==> src/rtl/core/tsaw_pkg.sv <==
// ----------------------------------------------------------------------------
// tsaw_pkg
// Shared types and constants of the texture span address walker.
// ----------------------------------------------------------------------------
package tsaw_pkg;

   localparam int SPAN_FIELD_BITS = 12;
   localparam int TEX_SIZE_BITS   = 13;
   localparam int DIVIDEND_BITS   = 33;
   localparam int DIVISOR_BITS    = TEX_SIZE_BITS;
   localparam int CSR_INDEX_BITS  = 1;

   localparam logic [TEX_SIZE_BITS-1:0] TEX_SIZE_MAX = 13'd4096;
   localparam logic [31:0] STEP_MAX = 32'h7FFF_FFFF;
   localparam logic [31:0] STEP_MIN = 32'h8000_0000;

   localparam logic OP_LOAD = 1'b0;
   localparam logic OP_TICK = 1'b1;

   localparam logic [CSR_INDEX_BITS-1:0] CSR_FRAME_BASE  = 1'd0;
   localparam logic [CSR_INDEX_BITS-1:0] CSR_FRAME_PITCH = 1'd1;

   typedef struct packed {
      logic                       op;
      logic [SPAN_FIELD_BITS-1:0] span_x_start;
      logic [SPAN_FIELD_BITS-1:0] span_x_end;
      logic [SPAN_FIELD_BITS-1:0] span_row;
      logic signed [31:0]         u_start;
      logic signed [31:0]         v_start;
      logic signed [31:0]         u_end;
      logic signed [31:0]         v_end;
      logic [31:0]                texture_base;
      logic [TEX_SIZE_BITS-1:0]   texture_width;
      logic [TEX_SIZE_BITS-1:0]   texture_height;
   } req_type;

   typedef struct packed {
      logic [31:0] pixel_address;
      logic [31:0] texel_address;
      logic        last_pixel;
   } rsp_type;

   typedef struct packed {
      logic busy;
      logic done;
   } div_stat_type;

endpackage

==> src/rtl/core/tsaw_div.sv <==
// ----------------------------------------------------------------------------
// tsaw_div
// Restoring divider, one quotient bit per cycle, shared by span setup.
// ----------------------------------------------------------------------------
module tsaw_div (
   input  logic                                  clock,
   input  logic                                  reset,
   input  logic                                  start,
   input  logic [tsaw_pkg::DIVIDEND_BITS-1:0]    dividend,
   input  logic [tsaw_pkg::DIVISOR_BITS-1:0]     divisor,
   output tsaw_pkg::div_stat_type                status,
   output logic [tsaw_pkg::DIVIDEND_BITS-1:0]    quotient,
   output logic [tsaw_pkg::DIVISOR_BITS-1:0]     remainder
);

   localparam int DVD_BITS = tsaw_pkg::DIVIDEND_BITS;
   localparam int DVS_BITS = tsaw_pkg::DIVISOR_BITS;
   localparam int CNT_BITS = $clog2(DVD_BITS);
   localparam logic [CNT_BITS-1:0] LAST_STEP = CNT_BITS'(DVD_BITS - 1);

   logic                busy_ff;
   logic                done_ff;
   logic [CNT_BITS-1:0] cnt_ff;
   logic [DVD_BITS-1:0] quo_ff;
   logic [DVD_BITS-1:0] quo_in;
   logic [DVS_BITS-1:0] rem_ff;
   logic [DVS_BITS-1:0] rem_in;
   logic [DVS_BITS-1:0] dvs_ff;
   logic [DVS_BITS:0]   rem_shift;
   logic [DVS_BITS:0]   rem_diff;
   logic                q_bit;

   // Shift in the next dividend bit, subtract when it fits.
   always_comb begin
      rem_shift = {rem_ff, quo_ff[DVD_BITS-1]};
      rem_diff  = rem_shift - {1'b0, dvs_ff};
      q_bit     = (rem_shift >= {1'b0, dvs_ff});
      rem_in    = q_bit ? rem_diff[DVS_BITS-1:0] : rem_shift[DVS_BITS-1:0];
      quo_in    = {quo_ff[DVD_BITS-2:0], q_bit};
   end

   always_ff @(posedge clock) begin
      if (reset) begin
         busy_ff <= 1'b0;
         done_ff <= 1'b0;
      end else begin
         done_ff <= 1'b0;
         if (start) begin
            busy_ff <= 1'b1;
         end else if (busy_ff && (cnt_ff == LAST_STEP)) begin
            busy_ff <= 1'b0;
            done_ff <= 1'b1;
         end
      end
   end

   always_ff @(posedge clock) begin
      if (start) begin
         cnt_ff <= '0;
         quo_ff <= dividend;
         rem_ff <= '0;
         dvs_ff <= divisor;
      end else if (busy_ff) begin
         cnt_ff <= cnt_ff + 1'b1;
         quo_ff <= quo_in;
         rem_ff <= rem_in;
      end
   end

   assign status.busy = busy_ff;
   assign status.done = done_ff;
   assign quotient    = quo_ff;
   assign remainder   = rem_ff;

endmodule

==> src/rtl/core/texture_span_address_walker_unit.sv <==
// ----------------------------------------------------------------------------
// texture_span_address_walker_unit
// Affine span texture address walker in signed fixed point. A load transfer
// sets up one horizontal span; each tick transfer then yields the frame buffer
// address and the texel address of the next pixel, with the last pixel
// flagged. The block takes one item at a time. A tick goes from its transfer
// to its result in the output register through the wrap, multiply and sum
// steps, and waits before the sum while the output register holds a result
// the consumer has not yet taken. A load makes four passes of the shared
// restoring divider (start wrap of u and v, then the u and v steps), each with
// a divider start and pickup, then the row multiply and pixel address sum. A
// reversed load and a tick with no span in progress are dropped in the cycle
// of their transfer. A finished result waits in the output register while
// the next item is taken in.
// ----------------------------------------------------------------------------
module texture_span_address_walker_unit #(
   parameter int FRAC_BITS         = 16,
   parameter int SCREEN_COORD_BITS = 12
) (
   input  logic                                 clock,
   input  logic                                 reset,
   // configuration port
   input  logic                                 csr_write_en,
   input  logic [tsaw_pkg::CSR_INDEX_BITS-1:0]  csr_index,
   input  logic [31:0]                          csr_write_data,
   // input channel
   input  logic                                 req_valid,
   output logic                                 req_ready,
   input  tsaw_pkg::req_type                    req_payload,
   // result channel
   output logic                                 rsp_valid,
   input  logic                                 rsp_ready,
   output tsaw_pkg::rsp_type                    rsp_payload
);

   localparam int SIZE_BITS  = tsaw_pkg::TEX_SIZE_BITS;
   localparam int FIELD_BITS = tsaw_pkg::SPAN_FIELD_BITS;
   // Coordinates are masked to the screen width, never wider than the field.
   localparam int COORD_BITS =
      (SCREEN_COORD_BITS < FIELD_BITS) ? SCREEN_COORD_BITS : FIELD_BITS;
   localparam int MUL_BITS   = 32 + SIZE_BITS + 1;

   // sequencer states
   localparam logic [2:0] S_IDLE     = 3'd0;
   localparam logic [2:0] S_DIV_GO   = 3'd1;
   localparam logic [2:0] S_DIV_WAIT = 3'd2;
   localparam logic [2:0] S_PIX_MUL  = 3'd3;
   localparam logic [2:0] S_PIX_ADD  = 3'd4;
   localparam logic [2:0] S_T_WRAP   = 3'd5;
   localparam logic [2:0] S_T_MUL    = 3'd6;
   localparam logic [2:0] S_T_OUT    = 3'd7;

   // divider passes of a load, in order
   localparam logic [1:0] DIV_U_WRAP = 2'd0;
   localparam logic [1:0] DIV_V_WRAP = 2'd1;
   localparam logic [1:0] DIV_U_STEP = 2'd2;
   localparam logic [1:0] DIV_V_STEP = 2'd3;

   // Force a texture size into 1..4096.
   function automatic logic [SIZE_BITS-1:0] clamp_size(input logic [SIZE_BITS-1:0] s);
      logic [SIZE_BITS-1:0] r;
      r = s;
      if (s == '0) begin
         r = SIZE_BITS'(1);
      end else if (s > tsaw_pkg::TEX_SIZE_MAX) begin
         r = tsaw_pkg::TEX_SIZE_MAX;
      end
      return r;
   endfunction

   // Magnitude of a signed 33-bit value; the most negative value never occurs.
   function automatic logic [32:0] mag33(input logic [32:0] x);
      return x[32] ? (~x + 33'd1) : x;
   endfunction

   // Bring an accumulator back into the texture with one add or one subtract.
   function automatic logic [31:0] tick_wrap(input logic [31:0] acc,
                                             input logic [SIZE_BITS-1:0] size);
      logic [31:0] m;
      logic [31:0] r;
      m = 32'({size, {FRAC_BITS{1'b0}}});
      r = acc;
      if (acc[31]) begin
         r = acc + m;
      end else if (acc >= m) begin
         r = acc - m;
      end
      return r;
   endfunction

   // configuration registers
   logic [31:0] frame_base_ff;
   logic [15:0] frame_pitch_ff;

   // sequencer and span state
   logic [2:0]           state_ff;
   logic [1:0]           div_idx_ff;
   logic                 active_ff;
   logic [SIZE_BITS-1:0] left_ff;
   logic [31:0]          u_acc_ff;
   logic [31:0]          v_acc_ff;
   logic [31:0]          u_step_ff;
   logic [31:0]          v_step_ff;
   logic [31:0]          pix_addr_ff;
   logic [31:0]          tex_base_ff;
   logic [SIZE_BITS-1:0] tex_w_ff;
   logic [SIZE_BITS-1:0] tex_h_ff;
   logic                 rsp_valid_ff;

   // load operands held for the setup passes
   logic [COORD_BITS-1:0] x0_ff;
   logic [COORD_BITS-1:0] len_ff;
   logic [COORD_BITS-1:0] row_ff;
   logic [31:0]           u0_ff;
   logic [31:0]           v0_ff;
   logic [31:0]           u1_ff;
   logic [31:0]           v1_ff;

   // tick and setup working registers
   logic [31:0]       prod_ff;
   logic [31:0]       u_int_ff;
   tsaw_pkg::rsp_type rsp_ff;

   // divider hookup
   logic                                div_start;
   logic [tsaw_pkg::DIVIDEND_BITS-1:0]  div_dividend;
   logic [tsaw_pkg::DIVISOR_BITS-1:0]   div_divisor;
   tsaw_pkg::div_stat_type              div_stat;
   logic [tsaw_pkg::DIVIDEND_BITS-1:0]  div_quo;
   logic [tsaw_pkg::DIVISOR_BITS-1:0]   div_rem;

   logic                  req_xfer;
   logic                  rsp_free;
   logic                  rsp_load;
   logic [COORD_BITS-1:0] in_x0;
   logic [COORD_BITS-1:0] in_x1;
   logic                  in_reversed;
   logic [31:0]           u0_int;
   logic [31:0]           v0_int;
   logic [32:0]           u_delta;
   logic [32:0]           v_delta;
   logic                  wrap_neg;
   logic [SIZE_BITS-1:0]  wrap_size;
   logic [FRAC_BITS-1:0]  wrap_frac;
   logic [SIZE_BITS-1:0]  wrap_int;
   logic [31:0]           wrap_val;
   logic                  step_neg;
   logic                  step_sat;
   logic [31:0]           step_val;
   logic [31:0]           v_int;
   logic [MUL_BITS-1:0]   v_row;
   logic                  last_in;

   assign req_ready = (state_ff == S_IDLE);
   assign req_xfer  = req_valid && req_ready;
   // Take a new result when the output register is empty or being drained.
   assign rsp_free  = !rsp_valid_ff || rsp_ready;
   // A finished pixel moves into the output register.
   assign rsp_load  = (state_ff == S_T_OUT) && rsp_free;

   assign in_x0       = req_payload.span_x_start[COORD_BITS-1:0];
   assign in_x1       = req_payload.span_x_end[COORD_BITS-1:0];
   assign in_reversed = (in_x1 < in_x0);

   // Floor of the start coordinates and the end-minus-start deltas.
   always_comb begin
      u0_int  = $signed(u0_ff) >>> FRAC_BITS;
      v0_int  = $signed(v0_ff) >>> FRAC_BITS;
      u_delta = {u1_ff[31], u1_ff} - {u0_ff[31], u0_ff};
      v_delta = {v1_ff[31], v1_ff} - {v0_ff[31], v0_ff};
   end

   // Route the operands of the current setup pass to the divider.
   always_comb begin
      case (div_idx_ff)
         DIV_U_WRAP: begin
            div_dividend = mag33({u0_int[31], u0_int});
            div_divisor  = tex_w_ff;
         end
         DIV_V_WRAP: begin
            div_dividend = mag33({v0_int[31], v0_int});
            div_divisor  = tex_h_ff;
         end
         DIV_U_STEP: begin
            div_dividend = mag33(u_delta);
            div_divisor  = SIZE_BITS'(len_ff);
         end
         default: begin
            div_dividend = mag33(v_delta);
            div_divisor  = SIZE_BITS'(len_ff);
         end
      endcase
   end

   assign div_start = (state_ff == S_DIV_GO);

   tsaw_div u_div (
      .clock     (clock),
      .reset     (reset),
      .start     (div_start),
      .dividend  (div_dividend),
      .divisor   (div_divisor),
      .status    (div_stat),
      .quotient  (div_quo),
      .remainder (div_rem)
   );

   // Turn the integer remainder into a true modulo and put the fraction back.
   always_comb begin
      if (div_idx_ff == DIV_U_WRAP) begin
         wrap_neg  = u0_ff[31];
         wrap_size = tex_w_ff;
         wrap_frac = u0_ff[FRAC_BITS-1:0];
      end else begin
         wrap_neg  = v0_ff[31];
         wrap_size = tex_h_ff;
         wrap_frac = v0_ff[FRAC_BITS-1:0];
      end
      wrap_int = (wrap_neg && (div_rem != '0)) ? (wrap_size - div_rem) : div_rem;
      wrap_val = 32'({wrap_int, wrap_frac});
   end

   // Give the quotient its sign and saturate to the signed 32-bit range.
   always_comb begin
      step_neg = (div_idx_ff == DIV_U_STEP) ? u_delta[32] : v_delta[32];
      step_sat = |div_quo[32:31];
      if (len_ff == '0) begin
         step_val = '0;
      end else if (step_neg) begin
         step_val = step_sat ? tsaw_pkg::STEP_MIN : (~div_quo[31:0] + 32'd1);
      end else begin
         step_val = step_sat ? tsaw_pkg::STEP_MAX : div_quo[31:0];
      end
   end

   // Row offset of the texel: floor(v) times texture width.
   always_comb begin
      v_int   = $signed(v_acc_ff) >>> FRAC_BITS;
      v_row   = $signed(v_int) * $signed({1'b0, tex_w_ff});
      last_in = (left_ff <= SIZE_BITS'(1));
   end

   // configuration writes
   always_ff @(posedge clock) begin
      if (reset) begin
         frame_base_ff  <= '0;
         frame_pitch_ff <= 16'd320;
      end else if (csr_write_en) begin
         case (csr_index)
            tsaw_pkg::CSR_FRAME_BASE:  frame_base_ff  <= csr_write_data;
            tsaw_pkg::CSR_FRAME_PITCH: frame_pitch_ff <= csr_write_data[15:0];
            default: begin
            end
         endcase
      end
   end

   // sequencer and span state
   always_ff @(posedge clock) begin
      if (reset) begin
         state_ff     <= S_IDLE;
         div_idx_ff   <= DIV_U_WRAP;
         active_ff    <= 1'b0;
         left_ff      <= '0;
         u_acc_ff     <= '0;
         v_acc_ff     <= '0;
         u_step_ff    <= '0;
         v_step_ff    <= '0;
         pix_addr_ff  <= '0;
         tex_base_ff  <= '0;
         tex_w_ff     <= SIZE_BITS'(1);
         tex_h_ff     <= SIZE_BITS'(1);
         rsp_valid_ff <= 1'b0;
      end else begin
         // load a finished pixel, else drop the held result once it is taken
         if (rsp_load) begin
            rsp_valid_ff <= 1'b1;
         end else if (rsp_ready) begin
            rsp_valid_ff <= 1'b0;
         end
         case (state_ff)
            S_IDLE: begin
               if (req_xfer) begin
                  if (req_payload.op == tsaw_pkg::OP_LOAD) begin
                     // ignore a reversed span, keep any span in progress
                     if (!in_reversed) begin
                        tex_base_ff <= req_payload.texture_base;
                        tex_w_ff    <= clamp_size(req_payload.texture_width);
                        tex_h_ff    <= clamp_size(req_payload.texture_height);
                        div_idx_ff  <= DIV_U_WRAP;
                        state_ff    <= S_DIV_GO;
                     end
                  end else if (active_ff) begin
                     state_ff <= S_T_WRAP;
                  end
               end
            end
            S_DIV_GO: begin
               state_ff <= S_DIV_WAIT;
            end
            S_DIV_WAIT: begin
               if (div_stat.done) begin
                  case (div_idx_ff)
                     DIV_U_WRAP: u_acc_ff  <= wrap_val;
                     DIV_V_WRAP: v_acc_ff  <= wrap_val;
                     DIV_U_STEP: u_step_ff <= step_val;
                     default:    v_step_ff <= step_val;
                  endcase
                  if (div_idx_ff == DIV_V_STEP) begin
                     state_ff <= S_PIX_MUL;
                  end else begin
                     div_idx_ff <= div_idx_ff + 2'd1;
                     state_ff   <= S_DIV_GO;
                  end
               end
            end
            S_PIX_MUL: begin
               state_ff <= S_PIX_ADD;
            end
            S_PIX_ADD: begin
               pix_addr_ff <= frame_base_ff + prod_ff + 32'(x0_ff);
               left_ff     <= SIZE_BITS'(len_ff) + SIZE_BITS'(1);
               active_ff   <= 1'b1;
               state_ff    <= S_IDLE;
            end
            S_T_WRAP: begin
               u_acc_ff <= tick_wrap(u_acc_ff, tex_w_ff);
               v_acc_ff <= tick_wrap(v_acc_ff, tex_h_ff);
               state_ff <= S_T_MUL;
            end
            S_T_MUL: begin
               // advance past this pixel; its floors are held in prod and u_int
               u_acc_ff <= u_acc_ff + u_step_ff;
               v_acc_ff <= v_acc_ff + v_step_ff;
               state_ff <= S_T_OUT;
            end
            default: begin
               // hold in S_T_OUT until the output register is free
               if (rsp_free) begin
                  pix_addr_ff <= pix_addr_ff + 32'd1;
                  if (last_in) begin
                     left_ff   <= '0;
                     active_ff <= 1'b0;
                  end else begin
                     left_ff <= left_ff - SIZE_BITS'(1);
                  end
                  state_ff <= S_IDLE;
               end
            end
         endcase
      end
   end

   // payload registers: load operands, products and the result
   always_ff @(posedge clock) begin
      if (req_xfer && (req_payload.op == tsaw_pkg::OP_LOAD) && !in_reversed) begin
         x0_ff  <= in_x0;
         len_ff <= in_x1 - in_x0;
         row_ff <= req_payload.span_row[COORD_BITS-1:0];
         u0_ff  <= req_payload.u_start;
         v0_ff  <= req_payload.v_start;
         u1_ff  <= req_payload.u_end;
         v1_ff  <= req_payload.v_end;
      end
      if (state_ff == S_PIX_MUL) begin
         prod_ff <= 32'(row_ff) * 32'(frame_pitch_ff);
      end else if (state_ff == S_T_MUL) begin
         prod_ff  <= v_row[31:0];
         u_int_ff <= $signed(u_acc_ff) >>> FRAC_BITS;
      end
      if (rsp_load) begin
         rsp_ff.pixel_address <= pix_addr_ff;
         rsp_ff.texel_address <= tex_base_ff + prod_ff + u_int_ff;
         rsp_ff.last_pixel    <= last_in;
      end
   end

   assign rsp_valid   = rsp_valid_ff;
   assign rsp_payload = rsp_ff;

endmodule

==> config.mk <==
export PLATFORM = sky130hd
export DESIGN_NAME = texture_span_address_walker_unit
export DESIGN_NICKNAME = d
export VERILOG_FILES = /design/src/rtl/core/tsaw_pkg.sv /design/src/rtl/core/tsaw_div.sv /design/src/rtl/core/texture_span_address_walker_unit.sv
export SDC_FILE = /design/constraint.sdc
export NUM_CORES = 2
export LEC_CHECK = 0
export ABC_AREA = 1
export ABC_CLOCK_PERIOD_IN_PS = 11100
export BUFFER_PORTS_ARGS = -buffer_cell sky130_fd_sc_hd__buf_2
export CAP_MARGIN = 20
export CORE_AREA = 2 2 342 597
export DETAILED_ROUTE_END_ITERATION = 8
export DIE_AREA = 0 0 344 599
export GPL_ROUTABILITY_DRIVEN = 0
export PLACE_DENSITY = 0.52
export SYNTH_ARGS = -nofsm -noshare
export SYNTH_HDL_FRONTEND = slang
export SYNTH_SLANG_ARGS = --single-unit
==> constraint.sdc <==
create_clock -name clock -period 11.1 [get_ports clock]
set_input_delay 2.775 -clock clock [delete_from_list [all_inputs] [get_ports clock]]
set_output_delay 2.775 -clock clock [all_outputs]
set_load 0.02 [all_outputs]
# Yosys cells after proc, flatten, opt, wreduce, memory -nomap -nowiden
# Index checks and enable logic that the tools add are counted.
[word_totals] regBits=628 input_bits=261 out_inout_bits=67
[op_classes] n_addsub=25 multipliers=2 order_cmp=7 n_eq_ne=22 n_mux=61 n_bitwise=11 reduce_logical=42
[op_table] cell="$mux W32" n=13
[op_table] cell="$mux W33" n=6
[op_table] cell="$pmux W32 S3" n=2
[op_table] cell="$add A32 B32 Y32" n=5
[op_table] cell="$add A33 B1 Y33 const B" n=4
[op_table] cell="$not A33 Y33" n=4
[op_table] cell="$mux W13" n=9
[op_table] cell="$pmux W33 S3" n=1
[op_table] cell="$sub A32 B32 Y33" n=2
[op_table] cell="$add A32 B1 Y32 const B" n=2
[op_table] cell="$add A32 B29 Y32" n=2
[op_table] cell="$ge A32 B29 Y1" n=2
[op_table] cell="$pmux W32 S2" n=1
[op_table] cell="$sub A32 B29 Y32" n=2
[op_table] cell="$mux W28" n=2
[op_table] cell="$pmux W13 S2" n=2
[op_table] cell="$add A32 B12 Y32" n=1
[op_table] cell="$not A32 Y32" n=1
[op_table] cell="$mul A16 B14 Y30" n=1
[op_table] cell="$mul A12 B16 Y28" n=1
[op_table] cell="$gt A13 B13 Y1 const B" n=2
[op_table] cell="$logic_not A13 Y1" n=2
[op_table] cell="$sub A13 B13 Y13" n=2
[op_table] cell="$pmux W3 S7" n=1
[op_table] cell="other kinds (43)" n=100

# Logic depth before layout (Yosys ltp)
[logic_depth] word_depth=7 depth_mapped=29

# Hierarchy
# A second synthesis with hierarchy kept.
[unflattened] hier_cells=8403 area_unflattened_um2=60966.0
[modules_own_cells] mod="texture_span_address_walker_unit" instances=1 cells_per_inst=7937 area_each_um2=57228.6 seq_area_each_um2=13963.4
[modules_own_cells] mod="tsaw_div" instances=1 cells_per_inst=466 area_each_um2=3737.3 seq_area_each_um2=1801.7

# Worst setup path after synthesis
# Ideal clock, no wire load.
[synth_timing] kind="in2reg" from="input req_payload[198] in the netlist's numbering" to="register len_ff[0], enable pin" arrival_ns=6.408 required_time_ns=10.646 slack_ns=4.238 cell_stages=15 path_buffers=1 path_cell_list="inv_1 > ha_1 > fa_1 > inv_1 > a31oi_2 > o21bai_1 > a21oi_1 > o21bai_1 > nand2_1 > nand2_1 > a21oi_2 > inv_1 > nand2_1 > inv_2 > buf_2"
[synth_via] elab_chain_cells=3
[synth_lines] item="start: declaration" line="texture_span_address_walker_unit.sv:29" source="input tsaw_pkg::req_type req_payload,"
[synth_lines] item="$lt A12 B12 Y1" line="texture_span_address_walker_unit.sv:163" source="assign in_reversed = (in_x1 < in_x0);"
[synth_lines] item="$logic_not A1 Y1" line="texture_span_address_walker_unit.sv:356" source="if (req_xfer && (req_payload.op == tsaw_pkg::OP_LOAD) && !in_reversed) begin"
[synth_lines] item="$logic_and A1 B1 Y1" line="texture_span_address_walker_unit.sv:356"
[synth_lines] item="end signal: assignment" line="texture_span_address_walker_unit.sv:358" source="len_ff <= in_x1 - in_x0;"
[synth_lines] item="end: declaration" line="texture_span_address_walker_unit.sv:112" source="logic [COORD_BITS-1:0] len_ff;"
# Every way passes these cells.
# A chain may end at the register's enable or synchronous reset.

# Worst setup path in the final report
[layout_timing] from="register v_acc_ff[31]" to="register, netlist name prod_ff[29]"
[layout_via] elab_chain_cells=1
[layout_lines] item="start: declaration" line="texture_span_address_walker_unit.sv:101" source="logic [31:0] v_acc_ff;"
[layout_lines] item="start signal: assignment" line="texture_span_address_walker_unit.sv:305" source="DIV_V_WRAP: v_acc_ff <= wrap_val;"
[layout_lines] item="start signal: assignment" line="texture_span_address_walker_unit.sv:328" source="v_acc_ff <= tick_wrap(v_acc_ff, tex_h_ff);"
[layout_lines] item="start signal: assignment" line="texture_span_address_walker_unit.sv:334" source="v_acc_ff <= v_acc_ff + v_step_ff;"
[layout_lines] item="$mul A16 B14 Y30" line="texture_span_address_walker_unit.sv:239" source="v_row = $signed(v_int) * $signed({1'b0, tex_w_ff});"
# Every way passes these cells.

==> metrics.log <==
INFO  metric max_freq = 145 MHz
INFO  metric crit_arrival = about 7.4 ns
INFO  metric period_share = 62.1%
INFO  metric initialDrtViolationCount = 3881
INFO  metric chipWidth = 344 microns
INFO  metric leakage_power = around 33 nW
INFO  metric setup_clock_skew_after_layout = 0.0444 ns
INFO  metric global_route.usage.met2 = 41.3%
INFO  metric firstDrtPassIters = 6
INFO  metric avgRoutedWirePerCell = approximately 21 microns
INFO  metric cts.reportedPaths.clkPinSlew = around 0.070 ns
INFO  metric aggregate_global_route_resource_usage = ~22%
INFO  metric cts_buffers = 73
INFO  metric num_io_pins = around 330
INFO  metric via_per_inst = 5.06
INFO  metric postSynth.asyncResetShare = 0%
INFO  metric detail_route.wirelength = 232000 microns
INFO  metric final_common_cell = sky130_fd_sc_hd__nand2_1
INFO  metric initial_utilization = 29.8%
INFO  metric timing.final.hold_violations = 0
INFO  metric timing.setup.tns = 0 ns
INFO  metric vdd.ir_drop.worst = roughly 0.13 mV
INFO  metric first_global_vias = between 50000 and 60000
INFO  metric placement.io_buffers = 327
INFO  metric hold_buffer_count_at_cts = 0
INFO  metric mappedNetlistNets = approximately 9400
INFO  metric grtUsageMet3 = ~2.3%
INFO  metric syn_area = 60000 sq um
INFO  metric synth_sequential_area_ratio = 26.3%
INFO  metric globalRoute.busiestLayer = met2
INFO  metric final_antenna_violating_net_count = 0
INFO  metric htreeDepth = 3
INFO  metric fp.coreArea = 201000 sq um
INFO  metric clockRootBuffer = sky130_fd_sc_hd__clkbuf_16
INFO  metric clock_latency = ~0.7 ns
INFO  metric number_of_synthesized_register_bits = 628
INFO  metric cellPowerDensity = 188 nW/um^2
INFO  metric layout_common_cells = sky130_fd_sc_hd__nand2_1 (1777), sky130_fd_sc_hd__inv_1 (1384), sky130_fd_sc_hd__nor2_1 (745)
INFO  metric synth_ff_type = sky130_fd_sc_hd__edfxtp_1
INFO  metric timing.hold.worst.class = reg -> reg
INFO  metric final_layout_size_suffix_gt1_share = 7.97%
INFO  metric dp_hpwl = 190000 microns
INFO  metric syn_inst = 8240
INFO  metric gr-total-overflow = 0
INFO  metric area_growth = 11.7%
INFO  metric slew_limit_fails = 0
INFO  metric antenna_found_initial = 12
INFO  metric drcViolationCount = 0
INFO  metric multi_input_area = 37900 sq um
INFO  metric clk_path_buf_depth = 3
INFO  metric crit_type = reg -> reg
INFO  metric cts_tree = done
INFO  metric fillerInstances = between 20000 and 25000
INFO  metric timing_worst_slew_pin_value = 1.19 ns
INFO  metric crit_path_end_kind = flop
INFO  metric synth_warnings = 0
INFO  metric final_nets = 9547
INFO  metric cts.sink_count = 628
INFO  metric worst-path-max-fanout = 15
INFO  metric maxCapViolations = 0
INFO  metric period_needed = 6.90 ns
INFO  metric groute.layer.met1.usage = between 20% and 30%
INFO  metric headroom_to_the_max_slew_limit = 19.6%
INFO  metric synth_area_per_inst = between 7 and 8 sq um
INFO  metric grt_pass1_wl = 342000 microns
INFO  metric synth_edf_count = 319
INFO  metric totalPowerFinal = ~13 mW
INFO  metric report.final.setup_viol = 0
INFO  metric post-cts-setup-buffer-count = 0
INFO  metric worst-endpoint-required = roughly 12 ns
INFO  metric grt_max_degree = 134
INFO  metric die_area = around 200000 sq um
INFO  metric worst_setup_path_start_kind = flop
INFO  metric yosys.cell_types.count = a little over 70
INFO  metric rsz0062_at_grt = no
INFO  metric fp-row-count = 218
INFO  metric sequential_cell_area = about 16000 sq um
INFO  metric result_of_the_run = finished, final reports clean
INFO  metric num_vias = 56436
INFO  metric max_ffs_per_register = 65
INFO  metric die_h = 599 microns
INFO  metric post_cts_resized = 0
## synth_stat cells, drive strengths merged, types with 3 or more instances
| library cell | n | area share [%] |
|---|---|---|
| o221ai | 16 | 0.23 |
| a221oi | 12 | 0.18 |
| xor2 | 98 | 1.4 |
| or2 | 37 | 0.39 |
| nand3b | 31 | 0.39 |
| nor3 | 89 | 0.80 |
| a21boi | 14 | 0.18 |
| o21bai | 26 | 0.34 |
| ha | 451 | 9.4 |
| o21a | 15 | 0.19 |
| nand2 | 1808 | 11 |
| clkbuf | 218 | 1.4 |
| a31oi | 78 | 0.82 |
| o31ai | 8 | 0.10 |
| fa | 398 | 13 |
| nor3b | 3 | 0.038 |
| nand4 | 75 | 0.79 |
| a22oi | 3 | 0.046 |
| a21o | 33 | 0.41 |
| nor2 | 771 | 5.0 |
| a211oi | 7 | 0.088 |
| a21oi | 640 | 5.4 |
| clkinv | 6 | 0.038 |
| nor4 | 46 | 0.49 |
| o311ai | 6 | 0.088 |
| buf | 50 | 0.48 |
| edfxtp | 319 | 16 |
| xnor2 | 66 | 0.96 |
| inv | 1405 | 8.8 |
| o211ai | 37 | 0.47 |
| dfxtp | 309 | 10 |
| o2111ai | 8 | 0.12 |
| a41oi | 7 | 0.10 |
| o22ai | 21 | 0.22 |
| and2 | 7 | 0.073 |
| o21ai | 704 | 5.9 |
| nand3 | 406 | 3.5 |
## kinds of logic after synthesis
group           count (synthesis)  share of synthesized area, %
compound gates               1642                          15.0
mux                             1                        0.0188
buf+inv                      1679                          10.7
xor+xnor                      164                          2.39
fa+ha+maj                     849                          22.7
simple gates                 3277                          23.0
flops                         628                          26.3
## metrics by stage
stage / setup slack [ns] / hold WS, ns / std cells / cell area [sq um] / util [%]
after detailed placement: 4.17 / 0.461 / 11002 / 64400 / 32.0
after CTS: 4.17 / 0.494 / 11138 / 67000 / 33.3
after floorplan: 4.24 / 0.408 / 8240 / 60000 / -
after global placement: 4.25 / 0.474 / 11001 / 64400 / 32.0
after global routing: 3.95 / 0.513 / 11140 / 67000 / 33.3
final: 4.20 / 0.486 / 11144 / 67000 / 33.3
## final cells by class
cell class | instances | area share, %
diodes | 6 | 0.0224
well taps | 2640 | 4.93
clock inverters | 53 | 1.02
flip-flops and latches | 628 | 23.5
inverters | 1411 | 7.92
repair buffers | 390 | 3.16
multi-input cells | 5933 | 56.5
clock buffers | 83 | 2.89
## worst paths after layout
| kind | start | to | slack [ns] | depth (start not counted) |
|---|---|---|---|---|
| max | v_acc_ff[31] | prod_ff[29] | 4.20 | 18 |
| min | pix_addr_ff[15] | rsp_payload[48] | 0.49 | 0 |
| max reg2reg | v_acc_ff[31] | prod_ff[29] | 4.20 | 18 |
| min reg2reg | pix_addr_ff[15] | rsp_payload[48] | 0.49 | 0 |
## critical path, stage by stage, from the launching register on
cell and delay, ns:
sky130_fd_sc_hd__dfxtp_1 0.81, sky130_fd_sc_hd__nand2_1 0.23, sky130_fd_sc_hd__fa_1 0.57, sky130_fd_sc_hd__fa_1 0.68, sky130_fd_sc_hd__inv_1 0.20, sky130_fd_sc_hd__fa_1 0.50, sky130_fd_sc_hd__fa_1 0.53, sky130_fd_sc_hd__fa_1 0.50
sky130_fd_sc_hd__inv_1 0.05, sky130_fd_sc_hd__fa_1 0.50, sky130_fd_sc_hd__inv_1 0.05, sky130_fd_sc_hd__ha_1 0.34, sky130_fd_sc_hd__nand2_1 0.16, sky130_fd_sc_hd__nor4_1 0.57, sky130_fd_sc_hd__nand4_1 0.18, sky130_fd_sc_hd__nand3_1 0.32
sky130_fd_sc_hd__a31oi_1 0.26, sky130_fd_sc_hd__xnor2_1 0.20, sky130_fd_sc_hd__o22ai_1 0.08
## where the power goes
group          switching (mW)  internal (mW)  total [mW]  leakage [nW]
registers               0.568           2.93        3.49          5.44
clock network            1.15           1.56        2.71          1.26
logic                    4.36           2.02        6.38          26.2
## metal layers
metal  wire (microns)  part of all wire [%]
met1            78800                    34
met2           120000                    52
met3            11000                   4.7
met4            22300                   9.6
met5                9                0.0039
(Power assumes the default switching activity.)
